## config.mk

```make
export PLATFORM = sky130hd
export DESIGN_NAME = lfq_cell
export DESIGN_NICKNAME = d
export VERILOG_FILES = /design/src/rtl/lfq_pkg.sv /design/src/rtl/lfq_cell.sv
export SDC_FILE = /design/constraint.sdc
export NUM_CORES = 1
export LEC_CHECK = 0
export ABC_AREA = 0
export BUFFER_PORTS_ARGS = -buffer_cell sky130_fd_sc_hd__buf_2
export CELL_PAD_IN_SITES_DETAIL_PLACEMENT = 2
export CELL_PAD_IN_SITES_GLOBAL_PLACEMENT = 2
export CORE_AREA = 2 2 129 131
export CTS_CLUSTER_SIZE = 14
export DETAILED_ROUTE_END_ITERATION = 10
export DIE_AREA = 0 0 131 133
export HOLD_SLACK_MARGIN = 0.1
export PLACE_DENSITY = 0.8
export REMOVE_ABC_BUFFERS = 1
export SYNTH_ARGS = -nofsm -noshare
export SYNTH_HDL_FRONTEND = slang
export SYNTH_SLANG_ARGS = --single-unit
```

## constraint.sdc

```tcl
create_clock -name clk -period 4.71 [get_ports clk]
set_clock_uncertainty 0.1 [all_clocks]
set_input_delay 1.413 -clock clk [delete_from_list [all_inputs] [get_ports clk]]
set_output_delay 1.413 -clock clk [all_outputs]
set_load 0.005 [all_outputs]
```

## src/rtl/lfq_pkg.sv

```systemverilog
// Shared types, constants and the QoS class function for the L2 learning forwarder.
// No dependencies.
package lfq_pkg;

  localparam logic [15:0] ETH_LLDP       = 16'h88CC;
  localparam logic [7:0]  PROTO_TCP      = 8'd6;
  localparam logic [15:0] PORT_ISCSI     = 16'd3260;
  localparam logic [15:0] PORT_LOW_A     = 16'd5001;
  localparam logic [15:0] PORT_LOW_B     = 16'd5060;
  localparam logic [15:0] PORT_LOW_C     = 16'd6000;
  localparam logic [15:0] PORT_LOW_D     = 16'd6002;
  localparam int          MCAST_BIT      = 40;

  localparam logic [1:0]  PRIO_NONE      = 2'd0;
  localparam logic [1:0]  PRIO_HIGH      = 2'd1;
  localparam logic [1:0]  PRIO_LOW       = 2'd2;

  typedef enum logic [1:0] {
    ST_IDLE,
    ST_RUN,
    ST_HOLD
  } lfq_state_t;

  // broadcast to every cell: the clear strobe and the item registers
  typedef struct packed {
    logic        clear;
    logic        learn;
    logic        look;
    logic [47:0] src;
    logic [47:0] dst;
    logic [15:0] in_port;
  } lfq_bcast_t;

  // token handed from cell to cell
  typedef struct packed {
    logic        active;
    logic        src_found;
    logic        free_seen;
    logic        dst_found;
    logic [15:0] dst_port;
  } lfq_tok_t;

  typedef struct packed {
    logic [8:0]  learned_count;
    logic [15:0] egress_port;
    logic        flood;
    logic        attach_data;
    logic        send_packet_out;
    logic [1:0]  priority_class;
    logic        install_flow;
  } lfq_res_t;

  function automatic logic [1:0] lfq_prio(input logic [7:0] proto,
                                          input logic [15:0] sp,
                                          input logic [15:0] dp);
    logic [1:0] p;
    p = PRIO_NONE;
    if (proto == PROTO_TCP && (sp == PORT_ISCSI || dp == PORT_ISCSI))
      p = PRIO_HIGH;
    else if (sp == PORT_LOW_A || dp == PORT_LOW_A || sp == PORT_LOW_B ||
             dp == PORT_LOW_B || sp == PORT_LOW_C || dp == PORT_LOW_C ||
             sp == PORT_LOW_D || dp == PORT_LOW_D)
      p = PRIO_LOW;
    return p;
  endfunction

endpackage

```

## src/rtl/lfq_cell.sv

```systemverilog
// One table entry of the forwarder: MAC, port and valid bit, with learn and match logic.
// Depends on lfq_pkg.
module lfq_cell
  import lfq_pkg::*;
(
  input  logic       clk,
  input  logic       rst_n,
  input  lfq_bcast_t bc,
  input  lfq_tok_t   tok_i,
  output lfq_tok_t   tok_o
);

  logic        valid_r;
  logic [47:0] mac_r;
  logic [15:0] port_r;
  lfq_tok_t    tok_r;
  lfq_tok_t    tok_nxt;

  logic        hit_src;
  logic        ins;
  logic        valid_a;
  logic [47:0] mac_a;
  logic [15:0] port_a;
  logic        hit_dst;

  always_comb begin
    hit_src = tok_i.active && valid_r && bc.learn && (mac_r == bc.src);
    // first free slot: all later slots are free too
    ins     = tok_i.active && !valid_r && !tok_i.free_seen && bc.learn && !tok_i.src_found;
    valid_a = valid_r | ins;
    mac_a   = ins ? bc.src : mac_r;
    port_a  = (hit_src || ins) ? bc.in_port : port_r;
    hit_dst = tok_i.active && valid_a && bc.look && (mac_a == bc.dst);

    tok_nxt.active    = tok_i.active;
    tok_nxt.src_found = tok_i.src_found | hit_src;
    tok_nxt.free_seen = tok_i.free_seen | (tok_i.active && !valid_r);
    tok_nxt.dst_found = tok_i.dst_found | hit_dst;
    tok_nxt.dst_port  = hit_dst ? port_a : tok_i.dst_port;
  end

  always_ff @(posedge clk) begin
    if (!rst_n) begin
      valid_r <= 1'b0;
      tok_r   <= '0;
    end else begin
      if (bc.clear)
        valid_r <= 1'b0;
      else if (ins)
        valid_r <= 1'b1;
      tok_r <= tok_nxt;
    end
  end

  always_ff @(posedge clk) begin
    if (ins)
      mac_r <= bc.src;
    if (hit_src || ins)
      port_r <= bc.in_port;
  end

  assign tok_o = tok_r;

endmodule

```

==> results of run 1 <==
per-layer routing:
layer	vias to the layer above	wire, um	GRT usage
li1	2191	-	-
met1	2329	8160	0.277
met2	172	9800	0.389
met3	50	1080	0.0477
met4	0	855	0.121
met5	-	0	0
flip-flops by register name, indices dropped and copies added (netlist names):
| register | cells |
|---|---|
| tok_o | 20 |
| mac_r | 48 |
| valid_r | 1 |
| port_r | 16 |
power groups by stage:
stage | combinational, mW | sequential (mW) | clock, mW
finish | 0.579 | 0.948 | 0.734
global route | 0.629 | 0.963 | 0.781
global placement | 0.534 | 0.948 | 0
detailed placement | 0.567 | 0.961 | 0
CTS | 0.578 | 0.947 | 0.750
floorplan | 0.332 | 0.932 | 0
final cells by class:
| class | instances | area share |
|---|---|---|
| multi-input cells | 373 | 0.438 |
| flip-flops and latches | 85 | 0.288 |
| repair buffers | 170 | 0.152 |
| well taps | 220 | 0.0466 |
| clock buffers | 9 | 0.0381 |
| inverters | 40 | 0.0254 |
| clock inverters | 7 | 0.0117 |
metrics by stage:
stage / hold slack (ps) / cells / area, um2 / worst slack [ps] / power [mW]
finish: 376 / 904 / 5910 / 386 / 2.26
global route: 397 / 904 / 5910 / 238 / 2.37
CTS: 379 / 904 / 5910 / 386 / 2.28
detailed placement: 364 / 888 / 5610 / 44.5 / 1.53
global placement: 356 / 888 / 5610 / 185 / 1.48
floorplan: 350 / 498 / 4440 / 29.3 / 1.26
cell usage in the layout, fill, tap and decap left out, types with 4 or more instances in the layout:
master / instances
mux2i_1: 4
mux2_2: 18
buf_2: 156
a21o_1: 20
nand2b_1: 8
o22ai_1: 14
nand4_1: 11
nand2_1: 61
o311a_1: 16
nor2_1: 7
xor2_1: 29
and3_1: 4
xnor2_1: 33
inv_1: 39
o21ai_0: 27
nor3_1: 5
a2111oi_0: 6
nand3_1: 27
a21oi_1: 22
nor4_1: 11
o2111ai_1: 8
clkbuf_16: 9
buf_4: 13
dfxtp_1: 85
cells in the mapped netlist (4+ instances only):
cell,count
dfxtp_1,85
nand2_1,61
inv_1,39
xnor2_1,33
xor2_1,29
nand3_1,27
o21ai_0,27
a21oi_1,22
a21o_1,20
mux2_2,18
o311a_1,16
o22ai_1,14
nand4_1,11
nor4_1,11
clkbuf_1,8
nand2b_1,8
o2111ai_1,8
nor2_1,7
a2111oi_0,6
buf_2,5
buf_6,5
nor3_1,5
and3_1,4
mux2i_1,4
cell families after synthesis:
group,Yosys count,share of synthesized area
flip-flops,85,0.371
AO/OA/AOI/OAI,129,0.197
AND/OR/NAND/NOR,156,0.184
multiplexers,26,0.0653
XOR/XNOR,62,0.119
buffers and inverters,62,0.0639
worst register-to-register path, cell delays in order, from the launching register on:
cell       delay (ps)
dfxtp_1           330
nand4bb_2         310
buf_4             290
o21ai_0           370
a21oi_1           170
a2111oi_0         460
nand4_1           230
or4_1             560
buf_4             220
o311a_1           300
path summary, 6_finish.rpt:
kind	start	to	slack (ps)
max	tok_i[18]	tok_o[12]	390
min	port_r[12]	port_r[12]	380
max reg2reg	valid_r	tok_o[12]	1250
min reg2reg	port_r[12]	port_r[12]	380
==> flow_summary.toml, run 1 <==
[finish]
multi_input_area_um2 = 2590
finish.utilization = 0.365
regArea_um2 = 1700
diodes = 0
drive_gt1_frac = 0.323
fillers = 1870
area_delta_synth_final_pct = 28.9
nets = 816

[drt]
vias = 4742
drc = 0
drt_iter0_markers = 175
ant_nets = 0
vias_per_cell = 5.25
wl_per_cell_um = 22.0
firstDrtPassIters = 5
drt_wl_total_um = 19900

[sta]
tns_ps = 0
tightest_slew_ps = 461
rsz0062_at_grt = "false"
fin_crit_sh = 0.918
fmax_mhz = 231
max_slew_margin = 0.691
setup_viol = 0
drv_slew = 0
finalHoldViolCount = 0
layout_min_cycle_time_ps = 4320

[synthesis]
postSynthAreaPerCell_um2 = 8.81
synthTopCellsByArea = "dfxtp_1, xnor2_1, xor2_1"
synthDistinctLibCells = 54
async_flop_share = 0
yosysSeqAreaShare = 0.371
synth_area_leader_cell = "dfxtp_1"
yosys_warnings = 0
synthCells = 520
synth_area_um2 = 4580
ys.flop_type = "dfxtp_1"
synth_seq_cells = 85
synth_edf_count = 0
synth_top_area_frac = 0.371

[worst_setup_path]
path_common_cell = "buf_4"
max_stage_delay_ps = 560
crit_family = "compound AO/OA/AOI/OAI gates"
critical_path_class = "input pin to flop"
crit_slowest_cell = "or4_1"
path_buf_inv = 3
cp-start-kind = "input pin"
worstSetupEndpointType = "flop"
cp_max_fo = 19
worstPathRequired_ps = 4850
cp.depth = 10
cp.arrival_ps = 4460
worst-r2r-cell-count = 9
cp_cell_sequence = "buf_2 -> nand4bb_2 -> buf_4 -> o21ai_0 -> a21oi_1 -> a2111oi_0 -> nand4_1 -> or4_1 -> buf_4 -> o311a_1"

[placement]
dpl.hpwl_um = 15800
gp_congestion = 0.905
port_buffers = 156

[die]
die_width_um = 131
rows = 47
die_area_um2 = 17400
core_um2 = 16200
pin_count = 157
initial_core_util = 0.283
die_h_um = 133

[clocking]
post_cts_resized = 0
clk_pin_slew_ps = 60
cts_buffers = 9
clock_path_buffers = 2
cts_max_level = 3
cts_hold_buf = 0
post_cts.repair.setup_buffers = 0
cts_tree = "yes"
root_buffer = "clkbuf_16"
clock_latency_ps = 360
clock-sinks = 85

[grt]
grt_pass1_vias = 5353
overflow = 0
grt_pass1_wl_um = 30100
antenna_found_initial = 0
grt_start_max_net_pins = 22
grt_usage = 0.232

[pwr]
p_leak_nw = 2.75
p_int_mw = 1.49
p_per_area_nw_per_um2 = 383
p_sw_mw = 0.775
pwr-share-comb = 0.256
irDropWorstVdd_mv = 0.197
power_frac_seq = 0.419
p_clk_frac = 0.325
p_sw_frac = 0.343

[flow_run]
cap_viol_max_count = 0

[min_path]
hold_class = "flop to flop"
holdPathStages = 1

[status]
status = "finished, final reports clean"
Power figures use the tool's default switching activity.
==> inputs of run 2 (changes only) <==
Settings changed: MAX_ROUTING_LAYER from default to met4.
==> run 2 against run 1 <==
Net effect: via count is 0.19% higher; die area stayed put; clock power is 4.8% higher; non-clock buffer count is 2 higher; first-iteration DRC count is 52% higher; sequential cell count stayed put; power is 1.3% higher; sequential power hardly changed; hold slack better by 8.7 ps; final cell count is 0.33% higher; wire length is 1.2% lower; sequential share of layout area is 0.11 points lower; largest cell class unchanged.
==> flow_summary.toml, run 2 (same netlist as run 1, synthesis figures left out) <==
[pwr]
p_leak_nw = 2.76
pwr-share-comb = 0.251
p_per_area_nw_per_um2 = 386
power_frac_seq = 0.413
p_sw_frac = 0.330
irDropWorstVdd_mv = 0.209
p_int_mw = 1.54
p_sw_mw = 0.756
p_clk_frac = 0.336

[drt]
drt_iter0_markers = 266
drc = 0
wl_per_cell_um = 21.7
vias = 4751
vias_per_cell = 5.24
drt_wl_total_um = 19700
firstDrtPassIters = 5
ant_nets = 0

[worst_setup_path]
cp-start-kind = "input pin"
path_common_cell = "buf_4"
crit_family = "compound AO/OA/AOI/OAI gates"
path_buf_inv = 3
cp.depth = 10
worst-r2r-cell-count = 9
r2r_slack_ps = 1240
worstSetupEndpointType = "flop"
worstPathRequired_ps = 4840
critical_path_class = "input pin to flop"
cp_max_fo = 19
r2r_start = "valid_r"
startpoint = "tok_i[18]"
cp.arrival_ps = 4460
crit_path_end = "tok_o[10]"
crit_slowest_cell = "or4_1"
max_stage_delay_ps = 580
cp_cell_sequence = "buf_2 -> nand4bb_2 -> buf_4 -> o21ai_0 -> a21oi_1 -> a2111oi_0 -> nand4_1 -> or4_1 -> buf_4 -> o311a_1"
r2r-end = "tok_o[10]"

[grt]
grt_pass1_vias = 5276
grt_start_max_net_pins = 20
grt_pass1_wl_um = 29900
overflow = 0
grt_usage = 0.233
antenna_found_initial = 1

[placement]
dpl.hpwl_um = 15500
port_buffers = 156
placed_cell_area_um2 = 5620
gp_congestion = 0.901

[finish]
largest_reg_flops = 48
regArea_um2 = 1700
final_common_cell = "buf_2"
fin_area_um2 = 5930
largest-register = "mac_r"
finish.utilization = 0.367
nets = 818
multi_input_area_um2 = 2590
fillers = 1847
final_cell_mix = "buf_2, dfxtp_1, nand2_1"
area_delta_synth_final_pct = 29.4
drive_gt1_frac = 0.325

[sta]
layout_min_cycle_time_ps = 4330
hold_ws_ps = 385
tns_ps = 0
setup_viol = 0
fmax_mhz = 231
rsz0062_at_grt = "false"
drv_slew = 0
tightest_slew_ps = 509
finalHoldViolCount = 0
max_slew_margin = 0.652
fin_crit_sh = 0.919

[clocking]
clk_pin_slew_ps = 70
cts_max_level = 3
cts_buffers = 9
cts_tree = "yes"
root_buffer = "clkbuf_16"
cts_hold_buf = 0
clock_latency_ps = 350
post_cts.repair.setup_buffers = 0
clock_path_buffers = 2
clock-sinks = 85
post_cts_resized = 0

[die]
die_h_um = 133
initial_core_util = 0.283
rows = 47
die_width_um = 131
core_um2 = 16200
pin_count = 157
die_area_um2 = 17400

[flow_run]
cap_viol_max_count = 0

[min_path]
hold_class = "flop to flop"

[status]
status = "finished, final reports clean"
-- run 2: cell types whose count changed in the layout (fill, tap and decap cells not counted) --
cell / before / now
buf_4: 13 / 16
inv_8: 3 / 2
diode_2: 0 / 1
buf_12: 1 / 0
bufinv_16: 0 / 1
clkinvlp_4: 0 / 1
clkinv_4: 1 / 0
-- run 2: through the flow --
stage          power, mW  setup slack [ps]  cells
3_3_place_gp        1.48               184    890
3_5_place_dp        1.52              80.3    890
6_report            2.29               384    907
5_1_grt             2.40               239    907
4_1_cts             2.29               427    906
2_1_floorplan       1.26              29.3    498
-- run 2: final cells by class --
class                      instances  share of cell area
antenna                            1            0.000422
clock buffer                       9              0.0380
clock inverter                     7              0.0146
inverter                          40              0.0253
multi-input combinational        373               0.436
sequential                        85               0.287
tap                              220              0.0464
timing repair buffer             172               0.152
-- run 2: power groups by stage --
| stage | Combinational, mW | Clock (mW) | Sequential [mW] |
|---|---|---|---|
| 2_1_floorplan | 0.332 | 0 | 0.932 |
| 3_3_place_gp | 0.535 | 0 | 0.949 |
| 3_5_place_dp | 0.565 | 0 | 0.958 |
| 4_1_cts | 0.573 | 0.776 | 0.945 |
| 5_1_grt | 0.623 | 0.816 | 0.962 |
| 6_report | 0.576 | 0.769 | 0.946 |
-- run 2: worst min path at each step --
stage               startpoint         end  slack (ps)  depth (start not counted)
finish               port_r[7]   port_r[7]         380                          1
global route         port_r[9]   port_r[9]         400                          1
CTS                  port_r[0]   port_r[0]         390                          1
detailed placement   port_r[2]   port_r[2]         370                          1
global placement    port_r[12]  port_r[12]         360                          1
floorplan            port_r[0]   port_r[0]         350                          1
-- run 2: metal layers --
layer  GRT usage  vias to the layer above  wire [um]
met5           -                        -          0
met4      0.0686                        0        428
met3      0.0352                       27        853
met2       0.393                      148       9980
met1       0.286                     2381       8400
li1            -                     2195          -
